<file path="src/rtl/core/nggp_pkg.sv">
package nggp_pkg;

  // Default count of minute fraction digits kept in a coordinate field
  localparam int unsigned FRAC_DIGITS_DEF = 5;

  // Digit accumulator ceiling, 2^34-1
  localparam logic [34:0] ACC_MAX = 35'd17179869183;

  // Output bus width: 261 bits of payload padded to whole bytes
  localparam int unsigned TDATA_W = 264;

  // Character codes
  localparam logic [7:0] CH_DOLLAR = 8'h24;
  localparam logic [7:0] CH_STAR   = 8'h2A;
  localparam logic [7:0] CH_PLUS   = 8'h2B;
  localparam logic [7:0] CH_COMMA  = 8'h2C;
  localparam logic [7:0] CH_MINUS  = 8'h2D;
  localparam logic [7:0] CH_POINT  = 8'h2E;
  localparam logic [7:0] CH_ZERO   = 8'h30;
  localparam logic [7:0] CH_NINE   = 8'h39;
  localparam logic [7:0] CH_A      = 8'h41;
  localparam logic [7:0] CH_G      = 8'h47;
  localparam logic [7:0] CH_S      = 8'h53;
  localparam logic [7:0] CH_W      = 8'h57;

  // Field positions within the sentence
  localparam logic [3:0] FLD_TIME    = 4'd1;
  localparam logic [3:0] FLD_LAT     = 4'd2;
  localparam logic [3:0] FLD_NS      = 4'd3;
  localparam logic [3:0] FLD_LON     = 4'd4;
  localparam logic [3:0] FLD_EW      = 4'd5;
  localparam logic [3:0] FLD_FIX     = 4'd6;
  localparam logic [3:0] FLD_SATS    = 4'd7;
  localparam logic [3:0] FLD_HDOP    = 4'd8;
  localparam logic [3:0] FLD_ALT     = 4'd9;
  localparam logic [3:0] FLD_GEOID   = 4'd11;
  localparam logic [3:0] FLD_AGE     = 4'd13;
  localparam logic [3:0] FLD_STATION = 4'd14;
  localparam logic [3:0] FLD_LIMIT   = 4'd15;

  // Coordinate held as quotient and remainder of the degree split
  typedef struct packed {
    logic [27:0] deg;
    logic [29:0] rem;
    logic [2:0]  frac;
    logic        neg;
    logic        hemi;
  } coord_t;

  // Finished sentence handed from the parser to the converter
  typedef struct packed {
    logic        status;
    logic [29:0] utc;
    coord_t      lat;
    coord_t      lon;
    logic [15:0] fix;
    logic [15:0] sats;
    logic [27:0] hdop;
    logic [27:0] alt;
    logic [27:0] geoid;
    logic [27:0] age;
    logic [15:0] station;
  } snap_t;

  function automatic logic [63:0] pow10(input logic [2:0] n);
    logic [63:0] r;
    case (n)
      3'd0:    r = 64'd1;
      3'd1:    r = 64'd10;
      3'd2:    r = 64'd100;
      3'd3:    r = 64'd1000;
      3'd4:    r = 64'd10000;
      3'd5:    r = 64'd100000;
      3'd6:    r = 64'd1000000;
      3'd7:    r = 64'd10000000;
      default: r = 64'd1;
    endcase
    return r;
  endfunction

  // Largest accumulator value that survives scaling by 10^n
  function automatic logic [34:0] acc_lim(input logic [2:0] n);
    logic [34:0] r;
    case (n)
      3'd0:    r = 35'd17179869183;
      3'd1:    r = 35'd1717986918;
      3'd2:    r = 35'd171798691;
      3'd3:    r = 35'd17179869;
      3'd4:    r = 35'd1717986;
      3'd5:    r = 35'd171798;
      3'd6:    r = 35'd17179;
      3'd7:    r = 35'd1717;
      default: r = 35'd17179869183;
    endcase
    return r;
  endfunction

endpackage

</file>
<file path="src/rtl/core/nggp_conv.sv">
module nggp_conv (
  input  logic                         clk_i,
  input  logic                         rst_ni,
  input  logic                         snap_valid_i,
  output logic                         snap_ready_o,
  input  nggp_pkg::snap_t              snap_i,
  output logic                         m_axis_tvalid_o,
  input  logic                         m_axis_tready_i,
  output logic                         m_axis_tuser_o,
  output logic [nggp_pkg::TDATA_W-1:0] m_axis_tdata_o
);

  // Reciprocal of 60 scaled by 2^36, exact for operands below 1.5e9
  localparam logic [30:0] RECIP60 = 31'd1145324613;
  localparam logic [34:0] DEG_MAX = 35'd10000000000;

  typedef struct packed {
    logic [29:0] x;
    logic [50:0] dp;
    logic        neg;
  } cpart_t;

  typedef struct packed {
    logic        status;
    logic [29:0] utc;
    cpart_t      lat;
    cpart_t      lon;
    logic [15:0] fix;
    logic [15:0] sats;
    logic [27:0] hdop;
    logic [27:0] alt;
    logic [27:0] geoid;
    logic [27:0] age;
    logic [15:0] station;
  } mid_t;

  logic                         a_v_q, o_v_q;
  mid_t                         a_q, a_d;
  logic [nggp_pkg::TDATA_W-1:0] o_q, o_d;
  logic                         o_u_q;
  logic                         o_adv, a_adv;
  logic [34:0]                  lat_deg, lon_deg;

  function automatic cpart_t split(input nggp_pkg::coord_t cd);
    cpart_t r;
    logic [55:0] xm;
    xm    = 56'(cd.rem) * 56'(24'(nggp_pkg::pow10(3'(3'd7 - cd.frac)))) + 56'd30;
    r.x   = xm[29:0];
    r.dp  = 51'(cd.deg) * 51'd10000000;
    r.neg = cd.neg ^ cd.hemi;
    return r;
  endfunction

  function automatic logic [34:0] degrees(input cpart_t p);
    logic [60:0] qm;
    logic [51:0] mag;
    logic [34:0] m35;
    qm  = 61'(p.x) * 61'(RECIP60);
    mag = 52'(p.dp) + 52'(qm[59:36]);
    m35 = (mag > 52'(DEG_MAX)) ? DEG_MAX : mag[34:0];
    return p.neg ? 35'(-m35) : m35;
  endfunction

  assign o_adv        = !o_v_q || m_axis_tready_i;
  assign a_adv        = !a_v_q || o_adv;
  assign snap_ready_o = a_adv;

  // First stage: minute remainder scaled, whole degrees times 1e7
  always_comb begin
    a_d.status  = snap_i.status;
    a_d.utc     = snap_i.utc;
    a_d.lat     = split(snap_i.lat);
    a_d.lon     = split(snap_i.lon);
    a_d.fix     = snap_i.fix;
    a_d.sats    = snap_i.sats;
    a_d.hdop    = snap_i.hdop;
    a_d.alt     = snap_i.alt;
    a_d.geoid   = snap_i.geoid;
    a_d.age     = snap_i.age;
    a_d.station = snap_i.station;
  end

  always_ff @(posedge clk_i or negedge rst_ni) begin
    if (!rst_ni) begin
      a_v_q <= 1'b0;
    end else if (a_adv) begin
      a_v_q <= snap_valid_i;
    end
  end

  always_ff @(posedge clk_i) begin
    if (a_adv && snap_valid_i) a_q <= a_d;
  end

  // Second stage: divide minutes by 60, add, clip and pack the result (all zero when status is set)
  always_comb begin
    lat_deg = degrees(a_q.lat);
    lon_deg = degrees(a_q.lon);
    o_d     = '0;
    if (!a_q.status) begin
      o_d[0]       = !a_q.fix[15] && (a_q.fix != 16'd0);
      o_d[30:1]    = a_q.utc;
      o_d[65:31]   = lat_deg;
      o_d[100:66]  = lon_deg;
      o_d[116:101] = a_q.fix;
      o_d[132:117] = a_q.sats;
      o_d[160:133] = a_q.hdop;
      o_d[188:161] = a_q.alt;
      o_d[216:189] = a_q.geoid;
      o_d[244:217] = a_q.age;
      o_d[260:245] = a_q.station;
    end
  end

  always_ff @(posedge clk_i or negedge rst_ni) begin
    if (!rst_ni) begin
      o_v_q <= 1'b0;
    end else if (o_adv) begin
      o_v_q <= a_v_q;
    end
  end

  always_ff @(posedge clk_i) begin
    if (o_adv && a_v_q) begin
      o_q   <= o_d;
      o_u_q <= a_q.status;
    end
  end

  assign m_axis_tvalid_o = o_v_q;
  assign m_axis_tuser_o  = o_u_q;
  assign m_axis_tdata_o  = o_q;

endmodule
</file>
<file path="config.mk">
export PLATFORM = sky130hd
export DESIGN_NAME = nggp_conv
export DESIGN_NICKNAME = d
export VERILOG_FILES = /design/src/rtl/core/nggp_pkg.sv /design/src/rtl/core/nggp_conv.sv
export SDC_FILE = /design/constraint.sdc
export NUM_CORES = 2
export LEC_CHECK = 0
export ABC_AREA = 1
export CAP_MARGIN = 30
export CORE_UTILIZATION = 45
export DETAILED_ROUTE_END_ITERATION = 12
export DONT_BUFFER_PORTS = 1
export PLACE_DENSITY = 0.63
export SYNTH_ARGS = -nofsm -noshare
export SYNTH_HDL_FRONTEND = slang
export SYNTH_SLANG_ARGS = --single-unit
</file>
<file path="constraint.sdc">
create_clock -name clk_i -period 22.7 [get_ports clk_i]
set_clock_uncertainty 0.05 [all_clocks]
set_input_delay 2.27 -clock clk_i [delete_from_list [all_inputs] [get_ports clk_i]]
set_output_delay 2.27 -clock clk_i [all_outputs]
set_load 0.005 [all_outputs]
</file>
Yosys cells after proc, flatten, opt, wreduce, memory -nomap -nowiden:

Memories as Yosys holds them, arrays and structs flattened.
Index checks and enable logic that the tools add are counted.

* $lt $le $gt $ge: 2
* $mul: 6
* bitwise operators: 2
* muxes and demuxes: 4
* $add $sub $neg: 8
* reduce and logical (&&, ||, !) cells: 9

Operators with widths (number)
* 2-to-1 mux 35 bit: 4
* multiplier 30 x 31 -> 60 bit, second input constant: 2
* adder 51 x 24 -> 52 bit: 2
* greater-than comparator 52 x 34 -> 1 bit, second input constant: 2
* multiplier 28 x 17 -> 44 bit, second input constant: 2
* negator 35 bit: 2
* adder 30 x 5 -> 30 bit, second input constant: 2
* multiplier 30 x 24 -> 30 bit: 2
* nonzero test 16 bit: 1
* subtractor 3 bit, first input constant: 2
* logical AND 1 bit: 3
* logical NOT 1 bit: 3
* logical OR 1 bit: 2
* bitwise XOR 1 bit: 2

* output and inout bits: 267
* word-level logic and storage cells: 52
* memories kept: 2
* ROM bits: 336
* bits in registers: 605
* bits of input ports: 321

Memory list
* (name not given): depth 8, bits a word 21, read ports 1, clocked after Yosys merged registers in 0, write ports 0, RTL line nggp_pkg.sv:67 `case (n)`
* (name not given): depth 8, bits a word 21, read ports 1, clocked after Yosys merged registers in 0, write ports 0, RTL line nggp_pkg.sv:67

Depth between registers and ports, before layout:

* depth in word-level cells: 6
* mapped depth: 66
* mapped depth without buffers: 63

Worst setup path after synthesis:

OpenSTA, ideal clock, no wires.

* path kind: input port to flip-flop
* start point: in m_axis_tready_i
* end point: reg o_q, in the netlist m_axis_tdata_o[0] (enable)
* required time: 21.678 ns
* slack: 6.828 ns
* stages: 2
* path buffers: 0
* arrival time: 14.850 ns
* library setup time: 0.972 ns
* path through: inv_1 a21oi_1

* word-level cells in the longest chain between the ends: 2

Ends and longest elaborated chain
* start, declared: RTL line nggp_conv.sv:8 `input logic m_axis_tready_i,`
* logical OR 1 bit: RTL line nggp_conv.sv:64 `assign o_adv = !o_v_q || m_axis_tready_i;`
* logical AND 1 bit: RTL line nggp_conv.sv:124 `if (o_adv && a_v_q) begin`
* end signal, assigned: RTL line nggp_conv.sv:125 `o_q <= o_d;`
* end, declared: RTL line nggp_conv.sv:39 `logic [nggp_pkg::TDATA_W-1:0] o_q, o_d;`

No other way between the ends.
A chain may end at the register's enable or synchronous reset.

Worst setup path in the final report:

* start point: reg a_q[323] in the netlist's numbering
* end point: reg o_q, in the netlist m_axis_tdata_o[51], data pin

* word-level cells in the longest chain between the ends: 6

Ends and longest elaborated chain
* start, declared: RTL line nggp_conv.sv:38 `mid_t a_q, a_d;`
* start signal, assigned: RTL line nggp_conv.sv:92 `if (a_adv && snap_valid_i) a_q <= a_d;`
* multiplier 30 x 31 -> 60 bit *: RTL line nggp_conv.sv:58 `qm = 61'(p.x) * 61'(RECIP60);`
* adder 51 x 24 -> 52 bit *: RTL line nggp_conv.sv:59 `mag = 52'(p.dp) + 52'(qm[59:36]);`
* greater-than comparator 52 x 34 -> 1 bit: RTL line nggp_conv.sv:60 `m35 = (mag > 52'(DEG_MAX)) ? DEG_MAX : mag[34:0];`
* 2-to-1 mux 35 bit *: RTL line nggp_conv.sv:60
* negator 35 bit: RTL line nggp_conv.sv:61 `return p.neg ? 35'(-m35) : m35;`
* 2-to-1 mux 35 bit *: RTL line nggp_conv.sv:61

Every way passes the cells marked *; elsewhere a longest branch is shown, timed or not.

==> results.txt <==
----------------------------------------------------
[Layout]
  Commonest cells after routing, fill and taps aside ... inv_1, nand2_1, ha_1
  Most frequent standard cell in the layout excluding fill and tap cells ... inv_1
  Final net count ... 12600
  Post-route cell area ... 92200 um2
  Seq. cell area ... 18200 um2
  Area added between synthesis and finish ... 5.99%
  Layout fillers ... 18200
  Share of cells above drive strength 1 ... 3.16%
  Area of combinational cells with multiple inputs ... 58800 um2
  Diodes inserted ... 0

[Route]
  Routed wl met3 ... 10100 um
  Via Count ... 62600
  DRC violation count after routing ... 0
  Overall routed net length ... 225000 um
  DR WL/cell ... 18.2 um
  Initial DRC Count ... 3360
  Length of routed met2 wiring ... 115000 um
  Top sig layer ... met5
  Met1 wire length ... 93800 um
  First-pass iteration count of the detailed router ... 5
  Final ANT Viol Nets ... 0
  Average via count per standard cell ... 5.06

[Die]
  Core box area ... 191000 um2
  Die outline width ... 442 um
  Top-Level Pins ... 588
  Starting density of the core ... 45.5%
  FP Rows ... 160
  Area of the die ... 195000 um2
  Die outline height ... 442 um

[Critical path]
  Reg2Reg Capture Point ... m_axis_tdata_o[51]$_SDFFCE_PP0P_
  Delay of the slowest cell on the worst path ... 0.56 ns
  Arrival time worst endpoint ... 11.20 ns
  Reg-to-reg critical path startpoint ... a_q[323]$_DFFE_PP_
  Critical path data required time ... 23.10 ns
  R2R Setup Slk ... 11.90 ns
  Setup CP Type ... reg2reg
  Element type at the critical path start ... register
  Most frequent cell on the critical path ... nand2_1
  Type of element capturing the critical path ... register
  Critical Path Fanout Max ... 45
  Cell class contributing the biggest share of worst-path delay ... adder cells
  Critical path's slowest cell ... fa_1
  Number of buffers and inverters on the critical path ... 9
  R2R depth ... 57

[Timing]
  Max Clk Rate ... 92.6 MHz
  Count of final hold-check violations ... 0
  Tightest hold margin ... 0.463 ns
  Final setup viols ... 0
  Setup repair after global routing missed its margin ... false
  Min setup slack post-route ... 11.90 ns
  Rel. slew slack ... 34.3%
  Worst Max-Slew Pin Slew ... 0.985 ns
  Time the worst path needs with I/O delays and setup ... 10.80 ns
  Accumulated negative setup slack ... 0 ns
  Final clock period utilization by the worst path ... 47.6%
  Number of pins with negative max-slew slack in the final report ... 0

[Synthesis]
  Avg Synthesized Cell Area ... 8.85 um2
  Seq cells post-synth ... 605
  Post-synth top flop ... edfxtp_1
  Proportion of synthesized chip area in sequential cells ... 20.9%
  Cell area after synthesis ... 87000 um2
  Cells after synthesis ... 9823
  Asr flop ratio synth ... 0.331%
  Warnings from Yosys ... 0
  Number of enable flip-flop cells after synthesis ... 603
  Count of cell types in the netlist ... 71

[Outcome]
  Run status ... complete, no violations

[CTS]
  Number of buffers added to fix hold violations after cts ... 0
  H-tree depth ... 3
  Clk Latency, worst-skew pair ... 0.71 ns
  Cts bufs inserted ... 68
  PostCTS Resize Cnt ... 0
  Post CTS Setup Buffer Count ... 0
  Clk root buf ... clkbuf_16
  CTS tree ... built
  Post-CTS clock slew at the launch and capture registers of the worst setup and hold paths ... 0.07 ns
  CTS Sinks ... 605
  Max Buffers Root-to-Sink ... 3

[Place]
  Standard cell area after detailed placement ... 89800 um2
  Post-placement worst setup slack ... 11.98 ns
  Buffers added on ports ... 0
  Placer congestion estimate ... 0.967
  DPL Wire Length ... 192000 um

[Global route]
  Overall routing resource usage ... 23.1%
  Vias in the first global route ... 65400
  Wire length of the first global-routing pass ... 357000 um
  Pin count of the biggest net entering global routing ... 82
  Global-route congestion overflow total ... 0
  Number of antenna violations at the first check in global routing ... 2

[Worst hold path]
  Hold-critical path endpoint ... m_axis_tvalid_o$_DFFE_PN0P_
  Hold Path Cell Cnt ... 2
  Type of the most critical hold path ... reg2reg
  Hold path startpoint ... a_v_q$_DFFE_PN0N_

[Run]
  Maximum capacitance violations ... 0

----------------------------------------------------
## final cells by class
cell class,instances,share of cell area (%)
multi-input cells,6568,63.8
repair buffers,33,0.290
well taps,2511,3.41
clock buffers,77,1.88
flip-flops and latches,605,19.7
inverters,2526,10.3
clock inverters,47,0.630
## worst reg2reg max path: cells and delay by family, from the launching register on
family / cells / cell delay, ns
adders and majority gates: 10 / 4.20
and+or+nand+nor: 31 / 3.71
AOI/OAI and AO/OA: 6 / 1.13
buffers and inverters: 9 / 0.75
DFF: 1 / 0.44
xor gates and xnor gates: 1 / 0.23
## sequential cells by signal, summed over array words and instances, names as in the netlist
signal	cells
a_q	341
a_v_q	1
m_axis_tdata_o	261
m_axis_tuser_o	1
m_axis_tvalid_o	1
## Yosys cell counts, drive strengths merged (88+ instances only)
cell type | count | share of area [%]
ha | 1312 | 19
edfxtp | 603 | 21
clkbuf | 104 | 0.45
inv | 2503 | 11
nand2 | 1541 | 6.8
nor2 | 1199 | 5.4
xor2 | 184 | 1.9
a21oi | 329 | 1.9
fa | 1154 | 27
nand4 | 97 | 0.71
xnor2 | 88 | 0.89
nand3 | 262 | 1.7
o21ai | 151 | 0.87
## kinds of logic after synthesis
family | synth area share [%]
AOI/OAI and AO/OA | 4.11
other | 0.00431
adders and majority gates | 45.4
buffers and inverters | 11.5
and+or+nand+nor | 15.3
xor gates and xnor gates | 2.74
DFF | 20.9
## how the worst max path moves through the flow
stage,startpoint,end,slack (ns),cells after the start
floorplan,m_axis_tready_i,m_axis_tdata_o[0]$_SDFFCE_PP0P_,6.83,2
global placement,a_q[300]$_DFFE_PP_,m_axis_tdata_o[51]$_SDFFCE_PP0P_,12.09,57
detailed placement,a_q[323]$_DFFE_PP_,m_axis_tdata_o[51]$_SDFFCE_PP0P_,11.98,57
CTS,a_q[323]$_DFFE_PP_,m_axis_tdata_o[51]$_SDFFCE_PP0P_,11.91,57
global route,a_q[323]$_DFFE_PP_,m_axis_tdata_o[65]$_SDFFCE_PP0P_,11.08,55
finish,a_q[323]$_DFFE_PP_,m_axis_tdata_o[51]$_SDFFCE_PP0P_,11.90,57
## per-stage QoR
stage	cells	util [%]
2_1_floorplan	9825	-
3_3_place_gp	12200	47.0
3_5_place_dp	12200	47.0
4_1_cts	12400	48.3
5_1_grt	12400	48.3
6_report	12400	48.3
## layer usage
| metal | track usage [%] | vias to the layer above |
|---|---|---|
| met4 | 6.37 | 2 |
| met5 | 0 | - |
| li1 | - | 30200 |
| met1 | 28.7 | 30500 |
| met3 | 2.87 | 333 |
| met2 | 41.7 | 1519 |
Power is not shown: default switching activity piles up to over one toggle a cycle in this logic, so the estimate is an artifact.
