## src/rtl/core/nggp_pkg.sv

```systemverilog
package nggp_pkg;

  // Default count of minute fraction digits kept in a coordinate field
  localparam int unsigned FRAC_DIGITS_DEF = 5;

  // Digit accumulator ceiling, 2^34-1
  localparam logic [34:0] ACC_MAX = 35'd17179869183;

  // Output bus width: 261 bits of payload padded to whole bytes
  localparam int unsigned TDATA_W = 264;

  // Character codes
  localparam logic [7:0] CH_DOLLAR = 8'h24;
  localparam logic [7:0] CH_STAR   = 8'h2A;
  localparam logic [7:0] CH_PLUS   = 8'h2B;
  localparam logic [7:0] CH_COMMA  = 8'h2C;
  localparam logic [7:0] CH_MINUS  = 8'h2D;
  localparam logic [7:0] CH_POINT  = 8'h2E;
  localparam logic [7:0] CH_ZERO   = 8'h30;
  localparam logic [7:0] CH_NINE   = 8'h39;
  localparam logic [7:0] CH_A      = 8'h41;
  localparam logic [7:0] CH_G      = 8'h47;
  localparam logic [7:0] CH_S      = 8'h53;
  localparam logic [7:0] CH_W      = 8'h57;

  // Field positions within the sentence
  localparam logic [3:0] FLD_TIME    = 4'd1;
  localparam logic [3:0] FLD_LAT     = 4'd2;
  localparam logic [3:0] FLD_NS      = 4'd3;
  localparam logic [3:0] FLD_LON     = 4'd4;
  localparam logic [3:0] FLD_EW      = 4'd5;
  localparam logic [3:0] FLD_FIX     = 4'd6;
  localparam logic [3:0] FLD_SATS    = 4'd7;
  localparam logic [3:0] FLD_HDOP    = 4'd8;
  localparam logic [3:0] FLD_ALT     = 4'd9;
  localparam logic [3:0] FLD_GEOID   = 4'd11;
  localparam logic [3:0] FLD_AGE     = 4'd13;
  localparam logic [3:0] FLD_STATION = 4'd14;
  localparam logic [3:0] FLD_LIMIT   = 4'd15;

  // Coordinate held as quotient and remainder of the degree split
  typedef struct packed {
    logic [27:0] deg;
    logic [29:0] rem;
    logic [2:0]  frac;
    logic        neg;
    logic        hemi;
  } coord_t;

  // Finished sentence handed from the parser to the converter
  typedef struct packed {
    logic        status;
    logic [29:0] utc;
    coord_t      lat;
    coord_t      lon;
    logic [15:0] fix;
    logic [15:0] sats;
    logic [27:0] hdop;
    logic [27:0] alt;
    logic [27:0] geoid;
    logic [27:0] age;
    logic [15:0] station;
  } snap_t;

  function automatic logic [63:0] pow10(input logic [2:0] n);
    logic [63:0] r;
    case (n)
      3'd0:    r = 64'd1;
      3'd1:    r = 64'd10;
      3'd2:    r = 64'd100;
      3'd3:    r = 64'd1000;
      3'd4:    r = 64'd10000;
      3'd5:    r = 64'd100000;
      3'd6:    r = 64'd1000000;
      3'd7:    r = 64'd10000000;
      default: r = 64'd1;
    endcase
    return r;
  endfunction

  // Largest accumulator value that survives scaling by 10^n
  function automatic logic [34:0] acc_lim(input logic [2:0] n);
    logic [34:0] r;
    case (n)
      3'd0:    r = 35'd17179869183;
      3'd1:    r = 35'd1717986918;
      3'd2:    r = 35'd171798691;
      3'd3:    r = 35'd17179869;
      3'd4:    r = 35'd1717986;
      3'd5:    r = 35'd171798;
      3'd6:    r = 35'd17179;
      3'd7:    r = 35'd1717;
      default: r = 35'd17179869183;
    endcase
    return r;
  endfunction

endpackage

```

## src/rtl/core/nggp_parse.sv

```systemverilog
module nggp_parse #(
  parameter int unsigned FracDigits = nggp_pkg::FRAC_DIGITS_DEF
) (
  input  logic            clk_i,
  input  logic            rst_ni,
  input  logic            s_axis_tvalid_i,
  output logic            s_axis_tready_o,
  input  logic [7:0]      s_axis_tdata_i,
  input  logic            s_axis_tlast_i,
  output logic            snap_valid_o,
  input  logic            snap_ready_i,
  output nggp_pkg::snap_t snap_o
);

  localparam logic [2:0]  FRAC_K    = 3'(FracDigits);
  localparam logic [63:0] COORD_DIV = 64'd100 * nggp_pkg::pow10(3'(FracDigits));
  localparam logic [63:0] DEG_S     = 64'(nggp_pkg::ACC_MAX) / COORD_DIV;
  localparam logic [63:0] REM_S     = 64'(nggp_pkg::ACC_MAX) % COORD_DIV;

  typedef struct packed {
    logic [3:0]       fld;
    logic             first;
    logic             star;
    logic [1:0]       tag_st;
    logic             tag;
    logic [34:0]      acc;
    logic             neg;
    logic             pnt;
    logic             stop;
    logic             nemp;
    logic [2:0]       frac;
    logic [27:0]      dq;
    logic [29:0]      dr;
    logic [29:0]      utc;
    nggp_pkg::coord_t lat;
    nggp_pkg::coord_t lon;
    logic [15:0]      fix;
    logic [15:0]      sats;
    logic [27:0]      hdop;
    logic [27:0]      alt;
    logic [27:0]      geoid;
    logic [27:0]      age;
    logic [15:0]      station;
  } state_t;

  logic             in_v_q;
  logic [7:0]       ch_q;
  logic             last_q;
  logic             consume;
  state_t           st_q, st_d, st_clr, nm;
  logic             snap_v_q;
  nggp_pkg::snap_t  snap_q;

  logic [7:0]       c;
  logic [2:0]       k;
  logic             skip, proc, is_comma, is_star, do_feed, first_ch, is_digit;
  logic [3:0]       dig;
  logic [38:0]      acc10;
  logic [29:0]      dr_t;
  logic [9:0]       t10;
  logic [3:0]       kk;
  logic             commit_en;
  logic [2:0]       pad;
  logic [44:0]      scaled;
  logic [34:0]      mag;
  logic [29:0]      m_utc;
  logic [15:0]      m_i16;
  logic [27:0]      m_i28;
  logic             sat;
  nggp_pkg::coord_t cv;

  // Input register: take a request unless a finished sentence is still blocked
  assign consume         = in_v_q && (!last_q || !snap_v_q || snap_ready_i);
  assign s_axis_tready_o = !in_v_q || consume;

  always_ff @(posedge clk_i or negedge rst_ni) begin
    if (!rst_ni) begin
      in_v_q <= 1'b0;
    end else if (s_axis_tready_o) begin
      in_v_q <= s_axis_tvalid_i;
    end
  end

  always_ff @(posedge clk_i) begin
    if (s_axis_tready_o && s_axis_tvalid_i) begin
      ch_q   <= s_axis_tdata_i;
      last_q <= s_axis_tlast_i;
    end
  end

  // Fraction digits kept for the current field
  always_comb begin
    case (st_q.fld)
      nggp_pkg::FLD_LAT, nggp_pkg::FLD_LON:   k = FRAC_K;
      nggp_pkg::FLD_TIME, nggp_pkg::FLD_HDOP, nggp_pkg::FLD_ALT,
      nggp_pkg::FLD_GEOID, nggp_pkg::FLD_AGE: k = 3'd3;
      default:                                k = 3'd0;
    endcase
  end

  // Digit arithmetic: accumulator, and running split by the degree divisor
  always_comb begin
    c        = ch_q;
    dig      = 4'(c - nggp_pkg::CH_ZERO);
    is_digit = (c >= nggp_pkg::CH_ZERO) && (c <= nggp_pkg::CH_NINE);
    acc10    = 39'(st_q.acc) * 39'd10 + 39'(dig);
    dr_t     = 30'(34'(st_q.dr) * 34'd10 + 34'(dig));
    t10      = 10'(st_q.dr[6:0]) * 10'd10 + 10'(dig);
    kk       = 4'd0;
    for (int j = 1; j < 10; j++) begin
      if (t10 >= 10'(j * 100)) kk = 4'(j);
    end
  end

  // Feed one character into the number being built
  always_comb begin
    skip     = st_q.first && (c == nggp_pkg::CH_DOLLAR);
    proc     = !skip && !st_q.star;
    is_comma = c == nggp_pkg::CH_COMMA;
    is_star  = c == nggp_pkg::CH_STAR;
    do_feed  = proc && !is_comma && !is_star;
    first_ch = !st_q.nemp;
    nm       = st_q;
    if (do_feed) begin
      nm.nemp = 1'b1;
      if (first_ch && st_q.fld == nggp_pkg::FLD_NS) begin
        nm.lat.hemi = (c == nggp_pkg::CH_S) || (c == nggp_pkg::CH_W);
      end
      if (first_ch && st_q.fld == nggp_pkg::FLD_EW) begin
        nm.lon.hemi = (c == nggp_pkg::CH_S) || (c == nggp_pkg::CH_W);
      end
      if (!st_q.stop) begin
        if (is_digit) begin
          if (!(st_q.pnt && st_q.frac >= k)) begin
            nm.acc = (acc10 > 39'(nggp_pkg::ACC_MAX)) ? nggp_pkg::ACC_MAX : acc10[34:0];
            if (st_q.pnt) begin
              nm.frac = st_q.frac + 3'd1;
              nm.dr   = dr_t;
            end else begin
              nm.dr = 30'(t10 - 10'(kk) * 10'd100);
              nm.dq = 28'(st_q.dq * 28'd10 + 28'(kk));
            end
          end
        end else if (c == nggp_pkg::CH_POINT && !st_q.pnt && k != 3'd0) begin
          nm.pnt = 1'b1;
        end else if (first_ch && (c == nggp_pkg::CH_MINUS || c == nggp_pkg::CH_PLUS)) begin
          nm.neg = c == nggp_pkg::CH_MINUS;
        end else begin
          nm.stop = 1'b1;
        end
      end
    end
  end

  // Scale, saturate and clip the number at the end of its field
  always_comb begin
    pad    = (k >= nm.frac) ? 3'(k - nm.frac) : 3'd0;
    scaled = 45'(nm.acc) * 45'(10'(nggp_pkg::pow10({1'b0, pad[1:0]})));
    mag    = (scaled > 45'(nggp_pkg::ACC_MAX)) ? nggp_pkg::ACC_MAX : scaled[34:0];
    m_utc  = nm.neg ? 30'd0 : ((mag > 35'd999999999) ? 30'd999999999 : mag[29:0]);
    if (nm.neg) begin
      m_i16 = (mag > 35'd32768) ? 16'h8000 : 16'(-mag[15:0]);
    end else begin
      m_i16 = (mag > 35'd32767) ? 16'h7FFF : mag[15:0];
    end
    m_i28  = (mag > 35'd99999999) ? 28'd99999999 : mag[27:0];
    if (nm.neg) m_i28 = 28'(-m_i28);
    sat     = (nm.acc >= nggp_pkg::ACC_MAX) || (nm.acc > nggp_pkg::acc_lim(pad));
    cv      = '0;
    cv.deg  = sat ? DEG_S[27:0] : nm.dq;
    cv.rem  = sat ? REM_S[29:0] : nm.dr;
    cv.frac = sat ? FRAC_K : nm.frac;
    cv.neg  = nm.neg && (nm.acc != 35'd0);
  end

  // Next state: tag search, field stepping, commit
  always_comb begin
    st_d        = nm;
    st_d.first  = 1'b0;
    st_d.tag    = st_q.tag || (st_q.tag_st == 2'd2 && c == nggp_pkg::CH_A);
    if (c == nggp_pkg::CH_G) begin
      st_d.tag_st = (st_q.tag_st != 2'd0) ? 2'd2 : 2'd1;
    end else begin
      st_d.tag_st = 2'd0;
    end
    st_d.star   = st_q.star || (proc && is_star);
    commit_en   = (proc && (is_comma || is_star)) || (last_q && !st_q.star);
    if (commit_en) begin
      case (st_q.fld)
        nggp_pkg::FLD_TIME:    st_d.utc     = m_utc;
        nggp_pkg::FLD_LAT:     st_d.lat     = '{deg: cv.deg, rem: cv.rem, frac: cv.frac,
                                                neg: cv.neg, hemi: nm.lat.hemi};
        nggp_pkg::FLD_LON:     st_d.lon     = '{deg: cv.deg, rem: cv.rem, frac: cv.frac,
                                                neg: cv.neg, hemi: nm.lon.hemi};
        nggp_pkg::FLD_FIX:     st_d.fix     = m_i16;
        nggp_pkg::FLD_SATS:    st_d.sats    = m_i16;
        nggp_pkg::FLD_HDOP:    st_d.hdop    = m_i28;
        nggp_pkg::FLD_ALT:     st_d.alt     = m_i28;
        nggp_pkg::FLD_GEOID:   st_d.geoid   = m_i28;
        nggp_pkg::FLD_AGE:     st_d.age     = m_i28;
        nggp_pkg::FLD_STATION: st_d.station = m_i16;
        default: ;
      endcase
      st_d.acc  = '0;
      st_d.neg  = 1'b0;
      st_d.pnt  = 1'b0;
      st_d.stop = 1'b0;
      st_d.nemp = 1'b0;
      st_d.frac = '0;
      st_d.dq   = '0;
      st_d.dr   = '0;
    end
    if (proc && is_comma && st_q.fld != nggp_pkg::FLD_LIMIT) begin
      st_d.fld = st_q.fld + 4'd1;
    end
    st_clr       = '0;
    st_clr.first = 1'b1;
  end

  // Hold parser state; drop it back to reset after the final character
  always_ff @(posedge clk_i or negedge rst_ni) begin
    if (!rst_ni) begin
      st_q <= st_clr;
    end else if (consume) begin
      st_q <= last_q ? st_clr : st_d;
    end
  end

  // Finished sentence register
  always_ff @(posedge clk_i or negedge rst_ni) begin
    if (!rst_ni) begin
      snap_v_q <= 1'b0;
    end else begin
      snap_v_q <= (consume && last_q) || (snap_v_q && !snap_ready_i);
    end
  end

  always_ff @(posedge clk_i) begin
    if (consume && last_q) begin
      snap_q.status  <= !st_d.tag;
      snap_q.utc     <= st_d.utc;
      snap_q.lat     <= st_d.lat;
      snap_q.lon     <= st_d.lon;
      snap_q.fix     <= st_d.fix;
      snap_q.sats    <= st_d.sats;
      snap_q.hdop    <= st_d.hdop;
      snap_q.alt     <= st_d.alt;
      snap_q.geoid   <= st_d.geoid;
      snap_q.age     <= st_d.age;
      snap_q.station <= st_d.station;
    end
  end

  assign snap_valid_o = snap_v_q;
  assign snap_o       = snap_q;

  a_end_clears: assert property (@(posedge clk_i) disable iff (!rst_ni)
    consume && last_q |=> st_q.fld == 4'd0 && st_q.first && !st_q.star)
    else $error("parser state not cleared after final character");

  a_field_monotonic: assert property (@(posedge clk_i) disable iff (!rst_ni)
    consume && !last_q |=> st_q.fld >= $past(st_q.fld))
    else $error("field number went backwards inside a sentence");

  a_stall_cause: assert property (@(posedge clk_i) disable iff (!rst_ni)
    !s_axis_tready_o |-> in_v_q && last_q && snap_v_q)
    else $error("input stalled without a blocked final character");

endmodule

```

## config.mk

```make
export PLATFORM = sky130hd
export DESIGN_NAME = nggp_parse
export DESIGN_NICKNAME = d
export VERILOG_FILES = /design/src/rtl/core/nggp_pkg.sv /design/src/rtl/core/nggp_parse.sv
export SDC_FILE = /design/constraint.sdc
export NUM_CORES = 2
export LEC_CHECK = 0
export BUFFER_PORTS_ARGS = -buffer_cell sky130_fd_sc_hd__buf_2
export CAP_MARGIN = 20
export CORE_MARGIN = 1
export CORE_UTILIZATION = 55
export CTS_BUF_LIST = sky130_fd_sc_hd__clkbuf_8
export DETAILED_ROUTE_END_ITERATION = 10
export GPL_TIMING_DRIVEN = 0
export HOLD_SLACK_MARGIN = 0.1
export PLACE_DENSITY = 0.85
export SLEW_MARGIN = 20
export SYNTH_ARGS = -nofsm -noshare
export SYNTH_HDL_FRONTEND = slang
export SYNTH_SLANG_ARGS = --single-unit
```

## constraint.sdc

```tcl
create_clock -name clk_i -period 35.5 [get_ports clk_i]
set_input_delay 3.55 -clock clk_i [delete_from_list [all_inputs] [get_ports clk_i]]
set_output_delay 3.55 -clock clk_i [all_outputs]
set_load 0.03 [all_outputs]
```

======== After elaboration in Yosys (flattened, before gate mapping) ========
Memories as Yosys holds them, arrays and structs flattened.
Cells that the tools add are included.
word-level totals
  flip-flop bits (word level) ............. 753
  latch bits .............................. 0
  RAM bits ................................ 0
  bits in read-only memories .............. 272
  input bits .............................. 13
  output and inout bits ................... 319
  word-level logic and storage cells ...... 237
  memories kept ........................... 1
memory list
  memory           words  width  read ports  clocked after Yosys merged registers in  wr ports  line            RTL
  (no name shown)  8      34     1           0                                        0         nggp_pkg.sv:84  case (n)
cells by class
  add/subtract/negate cells ............... 11
  $mul .................................... 6
  divide/modulo/power cells ............... 0
  magnitude comparators ................... 21
  eq/ne operators ......................... 29
  shift-type cells ........................ 0
  multiplexer cells ....................... 59
  bitwise operators ....................... 0
  reduce and logical (&&, ||, !) cells .... 56
operators with widths
  operator                                                              count
  two-way mux 425 bit                                                   1
  two-way mux 416 bit                                                   1
  two-way mux 28 bit                                                    8
  two-way mux 61 bit                                                    3
  two-way mux 30 bit                                                    5
  two-way mux 35 bit                                                    4
  two-way mux 63 bit                                                    2
  two-way mux 100 bit                                                   1
  two-way mux 16 bit                                                    6
  == test 8 x 6 -> 1 bit (second input constant)                        6
  > comparator 45 x 34 -> 1 bit (second input constant)                 1
  multiplier 35 x 10 -> 45 bit                                          1
  greater-or-equal comparator 10 bit (second input constant)            4
  case mux 10 bit (4 select lines)                                      1
  adder 39 x 4 -> 39 bit                                                1
  > comparator 39 x 34 -> 1 bit (second input constant)                 1
  multiplier 35 x 3 -> 38 bit (second input constant)                   1
  two-way mux 38 bit                                                    1
  two-way mux 4 bit                                                     9
  greater-or-equal comparator 35 x 34 -> 1 bit (second input constant)  1
  > comparator 35 x 15 -> 1 bit (second input constant)                 1
  > comparator 35 x 16 -> 1 bit (second input constant)                 1
  > comparator 35 x 27 -> 1 bit (second input constant)                 1
  > comparator 35 x 30 -> 1 bit (second input constant)                 1
  45 further kinds                                                      120

======== Depth between registers and ports, before layout ========
  depth after elaboration ................. 33
  gate-level depth with buffers ........... 73
  depth with buffers taken out ............ 63

======== Least setup slack after synthesis ========
No wires, ideal clock.
  path type ............................... flip-flop to flip-flop
  start ................................... register st_q, in the netlist nm[421]
  end ..................................... register snap_q, in the netlist snap_o[120] (data pin)
  library setup time ...................... 0.260 ns
  arrival time ............................ 14.239 ns
  required time ........................... 35.240 ns
  slack ................................... 21.001 ns
  stages on the path, launching flop included .. 68
  path buffers ............................ 8
  clock period less this slack ............ 14.499 ns
  path through ............................ dfrtp_1 -> inv_1 -> ha_1 -> nor2_1 -> o21a_1 -> inv_1 -> nor2_1 -> inv_1 -> ha_1 -> nand2b_1 -> a21oi_1 -> inv_1 -> a21oi_1 -> and2_1 -> nand2_1 -> xnor2_1 -> inv_1 -> ha_1 -> [32 not listed] -> ha_1 -> nand4_1 -> a31o_2 -> a21oi_1 -> nor2_1 -> clkbuf_1 -> buf_1 -> nor2_1 -> ha_1 -> and3_1 -> and2_1 -> nand3_1 -> or3_1 -> nor3_1 -> nand3_1 -> o21ai_0 -> a221o_1 -> mux2_2
RTL lines
  element                 line               RTL
  from (decl)             nggp_parse.sv:50   state_t st_q, st_d, st_clr, nm;
  from (signal assigned)  nggp_parse.sv:223  st_q <= st_clr;
  from (signal assigned)  nggp_parse.sv:225  st_q <= last_q ? st_clr : st_d;
  to (decl)               nggp_parse.sv:52   nggp_pkg::snap_t snap_q;

==> out/qor.csv <==
metric,value,unit
status,finished clean,
fin_skew,0.0817,ns
clk_latency,0.82,ns
ctsRootBufferMaster,clkbuf_8,
critical_path.startpoint_type,flip-flop,
avgSynthCellArea,9.37,um2
yosysTopAreaCell,dfrtp_1,
yosys-top-cells-area,"dfrtp_1 20%, edfxtp_1 18%, ha_1 8.5%",
setup-violations-final,0,
io_buffers,331,
num_vias,47879,
period_minus_slack,20.31,ns
maxSlewViolCount,0,
track_usage,34.3,%
ant_nets,0,
async_reset_ff_share,56.7,%
cp_max_fo,12,
holdBufCountCts,0,
die_w,313,um
viasPerCell,6.38,
ctsHtreeMaxLevel,3,
ir_drop,0.0000294,V
start_util,55.8,%
synth-edff-count,326,
synth_cell_types,108,
post_cts_buffers,0,
grt_pass1_wl,263000,um
drt-wirelength-per-cell,22.8,um
required,35.96,ns
place.gp.congestion,1.04,
utilization,62.0,%
drc,0,
finalPower,2100,uW
antenna_found_initial,7,
grt_start_max_net_pins,116,
fin_area,59200,um2
synth_top_cell_area_share,20.0,%
ios,332,
powerDensity,35.5,nW/um2
max_freq,49.2,MHz
core_area,95400,um2
synthesis.area,53200,um2
setup-tns-final,0,ns
synth_common_cells,"837 x nand2_1, 541 x o21ai_0, 426 x dfrtp_1, 361 x ha_1, 339 x nor2_1",
rsz0062_at_grt,false,
power_leakage,0.0270,uW
worstMarginPinSlew,1.22,ns
drive_gt1_share,10.9,%
placed_area,56700,um2
die_h,313,um
hold_viol_final,0,
dp_hpwl,131000,um
clk_path_buf_depth,3,
crit_path_top_delay_cell,o31ai_1,
synth_flop_cell,dfrtp_1,
whs,0.481,ns
nFillCells,7728,
synth.most_common_cell,nand2_1,
first_iter_violations,6111,
fp-row-count,113,
path_clk_slew,0.06,ns
end_kind,flip-flop,
path_class,flip-flop to flip-flop,
timing.slew.headroom,18.5,%
grt_overflow,0,
synth_seq_area_share,38.5,%
yosysWarnings,0,
dieArea,98000,um2
crit_arrival,20.77,ns
synth_nets,6265,
clkSinkCount,753,
syn_inst,5677,
ys_ff_latch,753,
numCtsBuffers,117,
maxCapViolCount,0,
period_share,57.2,%
nNetsFinal,6722,
tritoncts,built,
hold_path.class,flip-flop to flip-flop,
area_growth,11.2,%
first_pass_iters,8,
routed_wl,171000,um
critical-path-max-stage-delay,0.78,ns
cts.repair.resized,0,
cp_common_cell,ha_1,
grt_pass1_vias,46360,
## registers in the layout (all words and copies together), names as in the netlist
signal	cells
st_q	102
snap_o	317
in_v_q	1
snap_valid_o	1
nm	323
last_q	1
c	8
## layout make-up
cell class              count  area (um2)  share of cell area (%)
multi-input cells        4310       30400                    51.3
inverters                 309        1170                    1.97
plain buffers             305        1250                    2.11
diodes                      3        7.51                  0.0127
well taps                1265        1580                    2.68
flip-flops and latches    753       20500                    34.6
clock inverters            92         673                    1.14
repair buffers            338        1840                    3.11
clock buffers             131        1800                    3.05
## power breakdown
group / total, uW / switching, uW / internal (uW)
Clock: 773 / 371 / 403
Sequential: 955 / 17.2 / 938
Combinational: 374 / 279 / 94.8
## layer usage
| layer | global-route usage [%] | part of all wire (%) | up-vias |
|---|---|---|---|
| li1 | - | - | 21198 |
| met1 | 45.4 | 39 | 23225 |
| met2 | 52.8 | 45 | 2914 |
| met3 | 8.11 | 11 | 536 |
| met4 | 17.3 | 5.2 | 6 |
| met5 | 0 | 0.023 | - |
## critical path, delay by kind of cell (launching register included)
family / cells / cell delay (ns)
XOR/XNOR: 1 / 0.33
AND/OR/NAND/NOR: 21 / 4.23
flip-flops: 1 / 0.45
buffers and inverters: 16 / 4.57
adder cells (fa/ha/maj): 12 / 4.55
multiplexers: 1 / 0.42
AO/OA/AOI/OAI: 17 / 5.42
## path summary, 6_finish.rpt
path                       startpoint         end  slack, ns  cells past startpoint
min in group asynchronous      rst_ni      nm[56]       2.73                      1
max                           nm[421]  snap_o[98]      15.19                     68
max reg2reg                   nm[421]  snap_o[98]      15.19                     68
max in group asynchronous      rst_ni   st_q[341]      30.86                      4
min reg2reg                   nm[304]     nm[304]       0.48                      2
min                           nm[304]     nm[304]       0.48                      2
## cell usage in the layout (no fill, tap or decap), drive strengths merged, types with 74 or more instances in the layout
master,count
nor2,339
and2,77
dfrtp,426
buf,396
a22o,147
fa,214
inv,343
o21ai,651
clkbuf,378
a21o,74
xor2,86
nand2,837
nand3,85
a21oi,318
edfxtp,326
nor3,99
xnor2,150
ha,361
## through the flow
step	setup slack [ns]	cells
floorplan	21.00	5677
global placement	16.13	7273
detailed placement	16.03	7280
CTS	15.92	7503
global route	14.07	7505
finish	15.19	7506
## logic make-up after synthesis
logic type      Yosys count  share of synthesized area [%]
simple gates           1839                           16.2
compound gates         1582                           18.7
mux                      78                           1.60
fa+ha+maj               575                           16.5
flops                   753                           38.5
xor+xnor                236                           3.88
buf+inv                 614                           4.53
Note: power is estimated with default switching activity, not from simulation.
